==> src/rtl/sev_pkg.sv <==
`timescale 1ns / 1ps

package sev_pkg;

    // Result status codes.
    localparam logic [2:0] ST_OK      = 3'd0;
    localparam logic [2:0] ST_ZERO    = 3'd1;
    localparam logic [2:0] ST_RANGE   = 3'd2;
    localparam logic [2:0] ST_OVERLAP = 3'd3;
    localparam logic [2:0] ST_NOSPACE = 3'd4;
    localparam logic [2:0] ST_GENOVF  = 3'd5;
    localparam logic [2:0] ST_TOOMANY = 3'd6;
    localparam logic [2:0] ST_ABORTED = 3'd7;

    // Register indexes (byte address bits [4:3]).
    localparam logic [1:0] REG_USER_ORIGIN  = 2'd0;
    localparam logic [1:0] REG_PHYS_ORIGIN  = 2'd1;
    localparam logic [1:0] REG_MAP_SIZE     = 2'd2;
    localparam logic [1:0] REG_OUT_CAPACITY = 2'd3;

    localparam int ADDR_W = 5;
    localparam int DATA_W = 64;

    // Configuration values seen by the datapath.
    typedef struct packed {
        logic [63:0] user_origin;
        logic [63:0] phys_origin;
        logic [31:0] map_size;
        logic [31:0] out_capacity;
    } cfg_t;

    // Sequencer states.
    typedef enum logic [2:0] {
        S_IDLE,
        S_OFFSET,
        S_RANGE,
        S_SCAN,
        S_DECIDE
    } ctrl_state_t;

    // Commands from the controller to the datapath.
    typedef struct packed {
        logic load;
        logic offset;
        logic range;
        logic scan;
        logic commit;
    } cmd_t;

    // Status from the datapath to the controller.
    typedef struct packed {
        logic scan_busy;
        logic out_busy;
    } sts_t;

endpackage

==> src/rtl/sev_cfg.sv <==
`timescale 1ns / 1ps

module sev_cfg
    import sev_pkg::*;
(
    input  logic              clk,
    input  logic              rst_n,
    input  logic              psel,
    input  logic              penable,
    input  logic              pwrite,
    input  logic [ADDR_W-1:0] paddr,
    input  logic [DATA_W-1:0] pwdata,
    output logic [DATA_W-1:0] prdata,
    output logic              pready,
    output cfg_t              cfg
);

    logic        wr_en;
    logic [1:0]  reg_idx;
    logic [63:0] user_origin_reg;
    logic [63:0] phys_origin_reg;
    logic [31:0] map_size_reg;
    logic [31:0] out_capacity_reg;

    assign pready  = 1'b1;
    assign wr_en   = psel && penable && pwrite && pready;
    assign reg_idx = paddr[4:3];

    // Register writes on the access cycle.
    always_ff @(posedge clk or negedge rst_n)
    begin
        if (!rst_n)
        begin
            user_origin_reg  <= '0;
            phys_origin_reg  <= '0;
            map_size_reg     <= '0;
            out_capacity_reg <= '0;
        end
        else if (wr_en)
        begin
            case (reg_idx)
                REG_USER_ORIGIN:  user_origin_reg  <= pwdata;
                REG_PHYS_ORIGIN:  phys_origin_reg  <= pwdata;
                REG_MAP_SIZE:     map_size_reg     <= pwdata[31:0];
                REG_OUT_CAPACITY: out_capacity_reg <= pwdata[31:0];
                default:          ;
            endcase
        end
    end

    // Read back.
    always_comb
    begin
        case (reg_idx)
            REG_USER_ORIGIN:  prdata = user_origin_reg;
            REG_PHYS_ORIGIN:  prdata = phys_origin_reg;
            REG_MAP_SIZE:     prdata = {32'd0, map_size_reg};
            REG_OUT_CAPACITY: prdata = {32'd0, out_capacity_reg};
            default:          prdata = '0;
        endcase
    end

    assign cfg.user_origin  = user_origin_reg;
    assign cfg.phys_origin  = phys_origin_reg;
    assign cfg.map_size     = map_size_reg;
    assign cfg.out_capacity = out_capacity_reg;

endmodule

==> src/rtl/sev_ctrl.sv <==
`timescale 1ns / 1ps

module sev_ctrl
    import sev_pkg::*;
(
    input  logic clk,
    input  logic rst_n,
    input  logic in_valid,
    output logic in_ready,
    input  sts_t sts,
    output cmd_t cmd
);

    ctrl_state_t state_reg;
    ctrl_state_t state_next;

    always_ff @(posedge clk or negedge rst_n)
    begin
        if (!rst_n)
        begin
            state_reg <= S_IDLE;
        end
        else
        begin
            state_reg <= state_next;
        end
    end

    // Next state.
    always_comb
    begin
        state_next = state_reg;
        case (state_reg)
            S_IDLE:
            begin
                if (in_valid)
                begin
                    state_next = S_OFFSET;
                end
            end
            S_OFFSET: state_next = S_RANGE;
            S_RANGE:  state_next = S_SCAN;
            S_SCAN:
            begin
                if (!sts.scan_busy)
                begin
                    state_next = S_DECIDE;
                end
            end
            S_DECIDE:
            begin
                if (!sts.out_busy)
                begin
                    state_next = S_IDLE;
                end
            end
            default: state_next = S_IDLE;
        endcase
    end

    // Outputs.
    always_comb
    begin
        in_ready = 1'b0;
        cmd      = '0;
        case (state_reg)
            S_IDLE:
            begin
                in_ready = 1'b1;
                cmd.load = in_valid;
            end
            S_OFFSET: cmd.offset = 1'b1;
            S_RANGE:  cmd.range  = 1'b1;
            S_SCAN:   cmd.scan   = 1'b1;
            S_DECIDE: cmd.commit = !sts.out_busy;
            default:  ;
        endcase
    end

endmodule

==> src/rtl/sev_dp.sv <==
`timescale 1ns / 1ps

module sev_dp
    import sev_pkg::*;
#(
    parameter int MAX_ENTRIES = 16
)
(
    input  logic        clk,
    input  logic        rst_n,
    input  cfg_t        cfg,
    input  cmd_t        cmd,
    output sts_t        sts,
    input  logic [63:0] user_addr,
    input  logic [63:0] phys_addr,
    input  logic [31:0] entry_len,
    input  logic        last_entry,
    output logic        out_valid,
    input  logic        out_ready,
    output logic [2:0]  status,
    output logic [31:0] src_offset,
    output logic [31:0] dst_offset,
    output logic [31:0] span_len,
    output logic [63:0] generation_out,
    output logic        unit_done
);

    localparam int CNT_W = $clog2(MAX_ENTRIES + 1);
    localparam int IDX_W = (MAX_ENTRIES > 1) ? $clog2(MAX_ENTRIES) : 1;

    // Captured item.
    logic [63:0] ua_reg;
    logic [63:0] pa_reg;
    logic [31:0] len_reg;
    logic        last_reg;

    // Offset stage.
    logic [63:0] uoff64_reg;
    logic [63:0] poff64_reg;
    logic        below_reg;

    // Range stage.
    logic [64:0] end65;
    logic        range_bad;
    logic [2:0]  pre_status;
    logic [2:0]  pre_status_reg;
    logic [31:0] uoff_reg;
    logic [31:0] end_reg;

    // Overlap scan.
    logic [31:0]      mem_start [MAX_ENTRIES];
    logic [31:0]      mem_end   [MAX_ENTRIES];
    logic [31:0]      rd_start_reg;
    logic [31:0]      rd_end_reg;
    logic [CNT_W-1:0] rd_idx_reg;
    logic [CNT_W-1:0] rd_idx_next;
    logic             cmp_valid_reg;
    logic             cmp_valid_next;
    logic             hit_reg;
    logic             hit_next;
    logic             issue;
    logic             overlap;

    // Unit state.
    logic [CNT_W-1:0] entries_seen_reg;
    logic [CNT_W-1:0] entries_seen_next;
    logic [31:0]      packed_total_reg;
    logic [31:0]      packed_total_next;
    logic [63:0]      gen_reg;
    logic [63:0]      gen_next;
    logic             aborted_reg;
    logic             aborted_next;

    // Decision.
    logic [32:0] next_total;
    logic [2:0]  final_status;
    logic        ok;
    logic        out_valid_reg;
    logic        out_valid_next;
    logic [2:0]  status_reg;
    logic [31:0] src_offset_reg;
    logic [31:0] dst_offset_reg;
    logic [31:0] span_len_reg;
    logic [63:0] gen_out_reg;
    logic        unit_done_reg;

    // Capture the item and compute both offsets.
    always_ff @(posedge clk)
    begin
        if (cmd.load)
        begin
            ua_reg   <= user_addr;
            pa_reg   <= phys_addr;
            len_reg  <= entry_len;
            last_reg <= last_entry;
        end
        if (cmd.offset)
        begin
            uoff64_reg <= ua_reg - cfg.user_origin;
            poff64_reg <= pa_reg - cfg.phys_origin;
            below_reg  <= (ua_reg < cfg.user_origin) || (pa_reg < cfg.phys_origin);
        end
    end

    // Early checks in priority order, before the overlap scan.
    assign end65     = {1'b0, uoff64_reg} + {33'd0, len_reg};
    assign range_bad = below_reg || (uoff64_reg != poff64_reg)
                       || (end65 > {33'd0, cfg.map_size});

    always_comb
    begin
        if (aborted_reg)
        begin
            pre_status = ST_ABORTED;
        end
        else if (entries_seen_reg >= CNT_W'(MAX_ENTRIES))
        begin
            pre_status = ST_TOOMANY;
        end
        else if (len_reg == 32'd0)
        begin
            pre_status = ST_ZERO;
        end
        else if (range_bad)
        begin
            pre_status = ST_RANGE;
        end
        else
        begin
            pre_status = ST_OK;
        end
    end

    always_ff @(posedge clk)
    begin
        if (cmd.range)
        begin
            pre_status_reg <= pre_status;
            uoff_reg       <= uoff64_reg[31:0];
            end_reg        <= end65[31:0];
        end
    end

    // Scan: one stored span is read per cycle and compared the cycle after.
    assign issue   = cmd.scan && (pre_status_reg == ST_OK) && (rd_idx_reg < entries_seen_reg);
    assign overlap = (uoff_reg < rd_end_reg) && (rd_start_reg < end_reg);

    always_comb
    begin
        rd_idx_next    = rd_idx_reg;
        cmp_valid_next = issue;
        hit_next       = hit_reg;
        if (cmd.range)
        begin
            rd_idx_next = '0;
            hit_next    = 1'b0;
        end
        else
        begin
            if (issue)
            begin
                rd_idx_next = rd_idx_reg + CNT_W'(1);
            end
            if (cmp_valid_reg && overlap)
            begin
                hit_next = 1'b1;
            end
        end
    end

    assign sts.scan_busy = issue || cmp_valid_reg;

    always_ff @(posedge clk)
    begin
        if (issue)
        begin
            rd_start_reg <= mem_start[rd_idx_reg[IDX_W-1:0]];
            rd_end_reg   <= mem_end[rd_idx_reg[IDX_W-1:0]];
        end
        if (cmd.commit && ok)
        begin
            mem_start[entries_seen_reg[IDX_W-1:0]] <= uoff_reg;
            mem_end[entries_seen_reg[IDX_W-1:0]]   <= end_reg;
        end
    end

    // Final status: any early check result, then overlap, then space, then generation overflow.
    assign next_total = {1'b0, packed_total_reg} + {1'b0, len_reg};

    always_comb
    begin
        if (pre_status_reg != ST_OK)
        begin
            final_status = pre_status_reg;
        end
        else if (hit_reg)
        begin
            final_status = ST_OVERLAP;
        end
        else if (next_total > {1'b0, cfg.out_capacity})
        begin
            final_status = ST_NOSPACE;
        end
        else if (last_reg && (gen_reg == '1))
        begin
            final_status = ST_GENOVF;
        end
        else
        begin
            final_status = ST_OK;
        end
    end

    assign ok = (final_status == ST_OK);

    // Unit bookkeeping and the output valid flag.
    always_comb
    begin
        entries_seen_next = entries_seen_reg;
        packed_total_next = packed_total_reg;
        gen_next          = gen_reg;
        aborted_next      = aborted_reg;
        out_valid_next    = out_valid_reg && !out_ready;
        if (cmd.commit)
        begin
            out_valid_next = 1'b1;
            if (ok)
            begin
                entries_seen_next = entries_seen_reg + CNT_W'(1);
                packed_total_next = next_total[31:0];
                if (last_reg)
                begin
                    gen_next = gen_reg + 64'd1;
                end
            end
            else
            begin
                aborted_next = 1'b1;
            end
            if (last_reg)
            begin
                entries_seen_next = '0;
                packed_total_next = '0;
                aborted_next      = 1'b0;
            end
        end
    end

    always_ff @(posedge clk or negedge rst_n)
    begin
        if (!rst_n)
        begin
            rd_idx_reg       <= '0;
            cmp_valid_reg    <= 1'b0;
            hit_reg          <= 1'b0;
            entries_seen_reg <= '0;
            packed_total_reg <= '0;
            gen_reg          <= '0;
            aborted_reg      <= 1'b0;
            out_valid_reg    <= 1'b0;
        end
        else
        begin
            rd_idx_reg       <= rd_idx_next;
            cmp_valid_reg    <= cmp_valid_next;
            hit_reg          <= hit_next;
            entries_seen_reg <= entries_seen_next;
            packed_total_reg <= packed_total_next;
            gen_reg          <= gen_next;
            aborted_reg      <= aborted_next;
            out_valid_reg    <= out_valid_next;
        end
    end

    // Result register.
    always_ff @(posedge clk)
    begin
        if (cmd.commit)
        begin
            status_reg     <= final_status;
            src_offset_reg <= ok ? uoff_reg : 32'd0;
            dst_offset_reg <= ok ? packed_total_reg : 32'd0;
            span_len_reg   <= ok ? len_reg : 32'd0;
            gen_out_reg    <= (ok && last_reg) ? (gen_reg + 64'd1) : 64'd0;
            unit_done_reg  <= last_reg;
        end
    end

    assign sts.out_busy   = out_valid_reg && !out_ready;
    assign out_valid      = out_valid_reg;
    assign status         = status_reg;
    assign src_offset     = src_offset_reg;
    assign dst_offset     = dst_offset_reg;
    assign span_len       = span_len_reg;
    assign generation_out = gen_out_reg;
    assign unit_done      = unit_done_reg;

endmodule

==> src/rtl/stream_entry_validator_core.sv <==
`timescale 1ns / 1ps

// Stream entry validator.
// Input channel (in_valid/in_ready) carries one descriptor entry per item:
// user_addr, phys_addr, entry_len and last_entry. The output channel
// (out_valid/out_ready) returns exactly one result item per entry.
// An APB-style port sets the user and physical buffer bases, map_size and
// out_capacity at byte addresses 0, 8, 16 and 24; write it only while the
// block is idle.
// An accepted item is captured, its offsets are computed, the early range
// checks are registered, the overlap scan compares it with any of the N
// entries already accepted in the current unit (1 to MAX_ENTRIES - 1), and
// the decision is registered as its result. The scan reads one stored span
// per cycle from the span memory, so one item is in work at a time and the
// next is taken only after the result is registered. The input is taken
// again even while that result still waits to be taken.
// Reset clears the configuration, the unit state and the generation counter.
// If the receiver stalls, the result holds in the output register and the
// next item waits before its final step until the output is free.

module stream_entry_validator_core
    import sev_pkg::*;
#(
    parameter int MAX_ENTRIES = 16
)
(
    input  logic              clk,
    input  logic              rst_n,
    input  logic              psel,
    input  logic              penable,
    input  logic              pwrite,
    input  logic [ADDR_W-1:0] paddr,
    input  logic [DATA_W-1:0] pwdata,
    output logic [DATA_W-1:0] prdata,
    output logic              pready,
    input  logic              in_valid,
    output logic              in_ready,
    input  logic [63:0]       user_addr,
    input  logic [63:0]       phys_addr,
    input  logic [31:0]       entry_len,
    input  logic              last_entry,
    output logic              out_valid,
    input  logic              out_ready,
    output logic [2:0]        status,
    output logic [31:0]       src_offset,
    output logic [31:0]       dst_offset,
    output logic [31:0]       span_len,
    output logic [63:0]       generation_out,
    output logic              unit_done
);

    cfg_t cfg;
    cmd_t cmd;
    sts_t sts;

    // Configuration registers.
    sev_cfg u_cfg (
        .clk     (clk),
        .rst_n   (rst_n),
        .psel    (psel),
        .penable (penable),
        .pwrite  (pwrite),
        .paddr   (paddr),
        .pwdata  (pwdata),
        .prdata  (prdata),
        .pready  (pready),
        .cfg     (cfg)
    );

    // Sequencer.
    sev_ctrl u_ctrl (
        .clk      (clk),
        .rst_n    (rst_n),
        .in_valid (in_valid),
        .in_ready (in_ready),
        .sts      (sts),
        .cmd      (cmd)
    );

    // Checks, span memory and result register.
    sev_dp #(
        .MAX_ENTRIES (MAX_ENTRIES)
    ) u_dp (
        .clk            (clk),
        .rst_n          (rst_n),
        .cfg            (cfg),
        .cmd            (cmd),
        .sts            (sts),
        .user_addr      (user_addr),
        .phys_addr      (phys_addr),
        .entry_len      (entry_len),
        .last_entry     (last_entry),
        .out_valid      (out_valid),
        .out_ready      (out_ready),
        .status         (status),
        .src_offset     (src_offset),
        .dst_offset     (dst_offset),
        .span_len       (span_len),
        .generation_out (generation_out),
        .unit_done      (unit_done)
    );

endmodule

==> config.mk <==
export PLATFORM = sky130hd
export DESIGN_NAME = stream_entry_validator_core
export DESIGN_NICKNAME = d
export VERILOG_FILES = /design/src/rtl/sev_pkg.sv /design/src/rtl/sev_cfg.sv /design/src/rtl/sev_ctrl.sv /design/src/rtl/sev_dp.sv /design/src/rtl/stream_entry_validator_core.sv
export SDC_FILE = /design/constraint.sdc
export NUM_CORES = 2
export LEC_CHECK = 0
export ABC_AREA = 1
export BUFFER_PORTS_ARGS = -buffer_cell sky130_fd_sc_hd__buf_2
export CORE_MARGIN = 2
export CORE_UTILIZATION = 40
export CTS_CLUSTER_SIZE = 20
export DETAILED_ROUTE_END_ITERATION = 10
export PLACE_DENSITY_LB_ADDON = 0.12
export REMOVE_ABC_BUFFERS = 1
export SLEW_MARGIN = 20
export SYNTH_ARGS = -nofsm -noshare
export SYNTH_HDL_FRONTEND = slang
export SYNTH_SLANG_ARGS = --single-unit
==> constraint.sdc <==
create_clock -name clk -period 15.3 [get_ports clk]
set_input_delay 4.59 -clock clk [delete_from_list [all_inputs] [get_ports clk]]
set_output_delay 4.59 -clock clk [all_outputs]
set_load 0.02 [all_outputs]
# [After elaboration in Yosys (flattened, before gate mapping)]
# Memories as Yosys holds them, arrays and structs flattened. A register that Yosys moved wholly into a read port is not among the register bits.
# Index checks and enable logic that the tools add are counted.
[totals] ram_bits=1024 register_bits=826 latchBits=0 output_inout_bits=231 word_cells=125 n_memories=2 mem_bits_ro=0 in_bits=237
[mem_list] name="u_dp.mem_end" words=16 word_bits=32 read_ports=1 rd_ports_with_merged_regs=1 write_ports=1 line_no="sev_dp.sv:52" rtl="logic [31:0] mem_end [MAX_ENTRIES];"
[mem_list] name="u_dp.mem_start" words=16 word_bits=32 read_ports=1 rd_ports_with_merged_regs=1 write_ports=1 line_no="sev_dp.sv:51" rtl="logic [31:0] mem_start [MAX_ENTRIES];"
[op_classes] bitwise_logic=0 mul=0 order_cmp=8 n_eq_ne=13 mux=31 shifts=0 reduce_logical=34 div=0 add_sub_neg=7
[ops] cell="64-bit case mux with 4 select lines" count=1
[ops] cell="64-bit < comparator" count=2
[ops] cell="64-bit subtractor" count=2
[ops] cell="64-bit by 32-bit adder with 65-bit output" count=1
[ops] cell="65-bit by 32-bit greater-than comparator with 1-bit output" count=1
[ops] cell="64-bit by 1-bit adder with 64-bit output (second input constant)" count=1
[ops] cell="64-bit equality test (second input constant)" count=1
[ops] cell="32-bit < comparator" count=2
[ops] cell="32-bit two-way mux" count=2
[ops] cell="64-bit != test" count=1
[ops] cell="32-bit by 32-bit adder with 33-bit output" count=1
[ops] cell="33-bit by 32-bit greater-than comparator with 1-bit output" count=1
[ops] cell="32-bit zero test" count=1
[ops] cell="3-bit two-way mux" count=7
[ops] cell="5-bit two-way mux" count=4
[ops] cell="3-bit case mux with 5 select lines" count=1
[ops] cell="1-bit two-way mux" count=14
[ops] cell="2-bit AND reduction" count=6
[ops] cell="5-bit by 1-bit adder with 5-bit output (second input constant)" count=2
[ops] cell="1-bit logical AND" count=10
[ops] cell="3-bit zero test" count=3
[ops] cell="3-bit by 2-bit equality test with 1-bit output (second input constant)" count=2
[ops] cell="2-bit != test (second input constant)" count=3
[ops] cell="3-bit AND reduction" count=2
[ops] cell="14 further kinds" count=22

# [Logic depth before layout (Yosys ltp)]
[depth] word_depth=10 mapped_depth=30 ltp_nobuf=29

# [By module]
# Synthesis repeated with hierarchy kept, for this count alone.
[unflattened] cells_unflattened=8854 area_unflattened_um2=91572.8
[by_module_without_submodules] mod="sev_dp" cells_each=7714 seq_area_each_um2=51069.0 area_per_inst_um2=82804.4 n_inst=1
[by_module_without_submodules] mod="sev_cfg" cells_each=1114 seq_area_each_um2=4804.6 area_per_inst_um2=8565.7 n_inst=1
[by_module_without_submodules] mod="sev_ctrl" cells_each=26 seq_area_each_um2=75.1 area_per_inst_um2=202.7 n_inst=1

# [Worst setup path after synthesis]
# Ideal clock, no wire load.
[synth_path] path_kind="in2reg" from="input port in_valid" to="register u_dp.last_reg (enable)" path_buffers=0 setup_ns=0.879 slack_ns=-0.996 required_ns=14.421 stages=2 arrival_time_ns=15.417 cell_sequence="inv_1 nor3_1"
[synth_lines] element="start: declaration" line_no="stream_entry_validator_core.sv:36" rtl="input logic in_valid,"
[synth_lines] element="end signal: assignment" line_no="sev_dp.sv:95" rtl="last_reg <= last_entry;"
[synth_lines] element="end: declaration" line_no="sev_dp.sv:35" rtl="logic last_reg;"

# [Worst setup path after layout]
[layout_path] from="input port paddr[3]" to="output port prdata[31]"
[layout_via] elab_chain_len=2 word_cells_on_any_way=5 classes_between="eq/ne: 3; mux: 1; reduce/logical: 1"
[layout_rtl] element="start: declaration" line_no="stream_entry_validator_core.sv:32" rtl="input logic [ADDR_W-1:0] paddr,"
[layout_rtl] element="2-bit equality test, or another cell as far along" line_no="sev_cfg.sv:54" rtl="case (reg_idx)"
[layout_rtl] element="64-bit case mux with 4 select lines (*)" line_no="sev_cfg.sv:54"
[layout_rtl] element="end: declaration" line_no="stream_entry_validator_core.sv:34" rtl="output logic [DATA_W-1:0] prdata,"
# Mark *: on every way between the ends. The rest lies on a longest branch, timed or not.

==> summary.txt <==
Timing
  • RSZ-0062 raised after global routing: no
  • Pins over their slew limit: 0
  • Least-Margin Pin Slew: about 1.2 ns
  • Setup Total Neg Slack: 0 ns
  • Final Hold Viols: 0
  • Crit share post-route: between 70% and 80%
  • Max Clock Freq: ~82 MHz
  • Rel. slew slack: roughly 23%
  • Final setup fails: 0
  • Hold slack: 0.481 ns
  • Tmin final: roughly 12 ns
  • Fin Clk Skew: 0.0527 ns

Worst setup path
  • CP max-delay cell: clkinv_1
  • Worst path max stage delay: ~1.1 ns
  • Crit end category: output pin
  • Startpoint types: input pin
  • CP required: 10.71 ns
  • Critical Path AT: ~7.6 ns
  • Crit path from: paddr[3]
  • R2r startpoint: u_dp.len_reg[2]$_DFFE_PP_
  • Crit Path Max Fanout: 19
  • Setup CP Type: input pin to output pin
  • CP Cell Sequence: buf_2 > inv_1 > nand2_1 > clkinv_1 > nand2_1 > o21ai_0 > a21oi_1 > o21ai_0 > buf_2

CTS
  • Hold Buf Count CTS: 0
  • Post-CTS setup buffer count: 0
  • Worst-Skew Late Latency: approximately 0.9 ns
  • CTS Root Cell: clkbuf_16
  • TritonCTS clock tree: done
  • Longest Clk Path Bufs: 3
  • H-tree Lvls: 4
  • CTS clk-pin slew, worst paths: around 0.060 ns
  • Post-CTS sizing: 0
  • TritonCTS Buffers: just over 200
  • TritonCTS Sinks: roughly 1900

Yosys
  • Avg Inst Size Synth: 10.7 µm²
  • Register area share after synthesis: about 62%
  • Ys flop type: edfxtp_1
  • Fraction of registers with async set/reset: between 10% and 20%
  • Gate Count Post-Synth: between 8000 and 9000
  • Register bit total from synthesis: 1914
  • Post-synth EDFFs: approximately 1600
  • Distinct cells, synth: 63
  • Syn Std Cell Area: approximately 91000 µm²
  • YS warnings: 0

Global routing
  • Global route overflow: 0
  • Total GRT Usage: between 20% and 30%
  • First-pass GRT wire length: 440 mm
  • Largest net degree at the start of global routing: 118
  • Number of global-route vias before repair: roughly 65000
  • Initial antenna violation count: 12

Pwr
  • Peak supply drop: between 0.1 and 0.15 mV
  • PD cells: ~160 nW/µm²
  • P_leak: 39.5 nW
  • Total Power: 0.0167 W

Routing
  • Vias per cell: about 5.5
  • Remaining antenna violation count: 0
  • Wire length per cell: about 25 µm
  • DRC Markers: 0
  • Drt initial violations: between 5000 and 6000
  • Drt first pass iters: 6
  • Total Routed Length: 304 mm
  • Vias post-DR: 66300

Finish
  • Reg area: roughly 56000 µm²
  • Share of post-route cells with drive strength above 1: 10.7%
  • Commonest non-fill, non-tap cell in the layout: edfxtp_1
  • Fillers: roughly 21000
  • Net count, final: roughly 9500
  • Area Overhead vs Synth: 14.1%
  • Layout Cells excl Fill: 12100
  • Multi-input gate area: between 30000 and 40000 µm²
  • Most frequent cells in the layout: edfxtp_1, nand2_1, nor2_1
  • Fin util: 45.9%

Worst hold path
  • Worst min-delay path startpoint: u_dp.gen_reg[38]$_DFFE_PN0P_
  • Kind of path behind the tightest hold check: flip-flop to flip-flop

Die
  • Rows: about 170
  • Die W: between 400 and 500 µm
  • Die height: about 480 µm
  • Die ar.: between 200000 and 250000 µm²
  • Starting density of the core: about two fifths
  • IO Pins: 468
  • Core Area: ~220000 µm²

Place
  • GP Congestion: 0.951
  • Placed cells: 11800
  • Dpl hpwl: between 200 and 250 mm
  • Port bufs: around 460

Run status
  • Outcome: completed

Job
  • Maxcap violations: 0
-- layer usage --
layer / GRT usage, % / share of wire, %
met1: 35.6 / 44
met5: 0 / 0
met3: 3.17 / 5.3
met2: 43.2 / 48
met4: 7.51 / 2.8
-- final timing paths --
path	end	slack, ns	depth (start not counted)
worst max register to register	u_dp.mem_end[4][4]$_DFFE_PP_	6.62	28
worst min-delay path	u_dp.gen_reg[38]$_DFFE_PN0P_	0.48	2
min in group asynchronous	u_cfg.user_origin_reg[58]$_DFFE_PN0P_	3.71	1
worst min register to register	u_dp.gen_reg[38]$_DFFE_PN0P_	0.48	2
worst max-delay path	prdata[31]	3.08	9
max in group asynchronous	u_dp.packed_total_reg[16]$_DFFE_PN0P_	9.34	3
-- cell type report --
type | count | share of cell area (%)
diodes | 9 | 0.0218
clock buffers | 269 | 5.24
clock inverters | 109 | 1.37
inverters | 907 | 3.31
multi-input cells | 5381 | 29.2
flip-flops and latches | 1914 | 54.2
well taps | 2992 | 3.62
repair buffers | 566 | 3.05
-- critical path: cells and delay by family --
kind	cells	cell delay [ns]
compound gates	3	0.49
buf+inv	4	1.47
simple gates	2	1.05
-- synthesized netlist by cell type (15+ instances only) --
library cell	number	area, µm²
a21o_1	17	128
a21oi_1	423	2120
a31oi_1	71	444
buf_1	34	128
buf_2	21	105
clkbuf_1	228	856
dfrtp_1	305	7630
edfxtp_1	1609	48300
ha_1	328	4100
inv_1	901	3380
mux2i_1	103	1030
nand2_1	1294	4860
nand3_1	284	1420
nand4_1	134	838
nor2_1	1165	4370
nor2_2	42	263
nor3_1	82	410
nor4_1	55	344
o211ai_1	42	315
o21a_1	15	113
o21ai_0	599	3000
o221ai_1	110	963
o22ai_1	45	282
o32ai_1	153	1340
xnor2_1	110	963
xor2_1	189	1660
-- through the flow --
step	cell area (µm²)	setup WS (ns)
2_1_floorplan	89300	-5.41
3_3_place_gp	96400	3.23
3_5_place_dp	96400	3.06
4_1_cts	103000	3.06
5_1_grt	103000	2.97
6_report	103000	3.08
-- kinds of logic (layout without fill, tap and decap cells) --
group / count (synthesis) / count (layout) / synth area share [%]
AOI/OAI and AO/OA: 1528 / 1528 / 10.1
xor gates and xnor gates: 299 / 299 / 2.89
adders and majority gates: 332 / 332 / 4.62
buffers and inverters: 1206 / 1851 / 5.12
DFF: 1914 / 1914 / 61.8
muxes: 103 / 103 / 1.14
other: 1 / 10 / 0.00414
and+or+nand+nor: 3118 / 3118 / 14.4
-- power breakdown --
| part | internal [W] | leakage, nW | switching (W) | total (W) |
|---|---|---|---|---|
| clock | 0.00292 | 3.31 | 0.00214 | 0.00506 |
| combinational | 0.00117 | 17.8 | 0.00296 | 0.00413 |
| sequential | 0.00677 | 18.3 | 0.000786 | 0.00755 |
(Power assumes the default switching activity.)
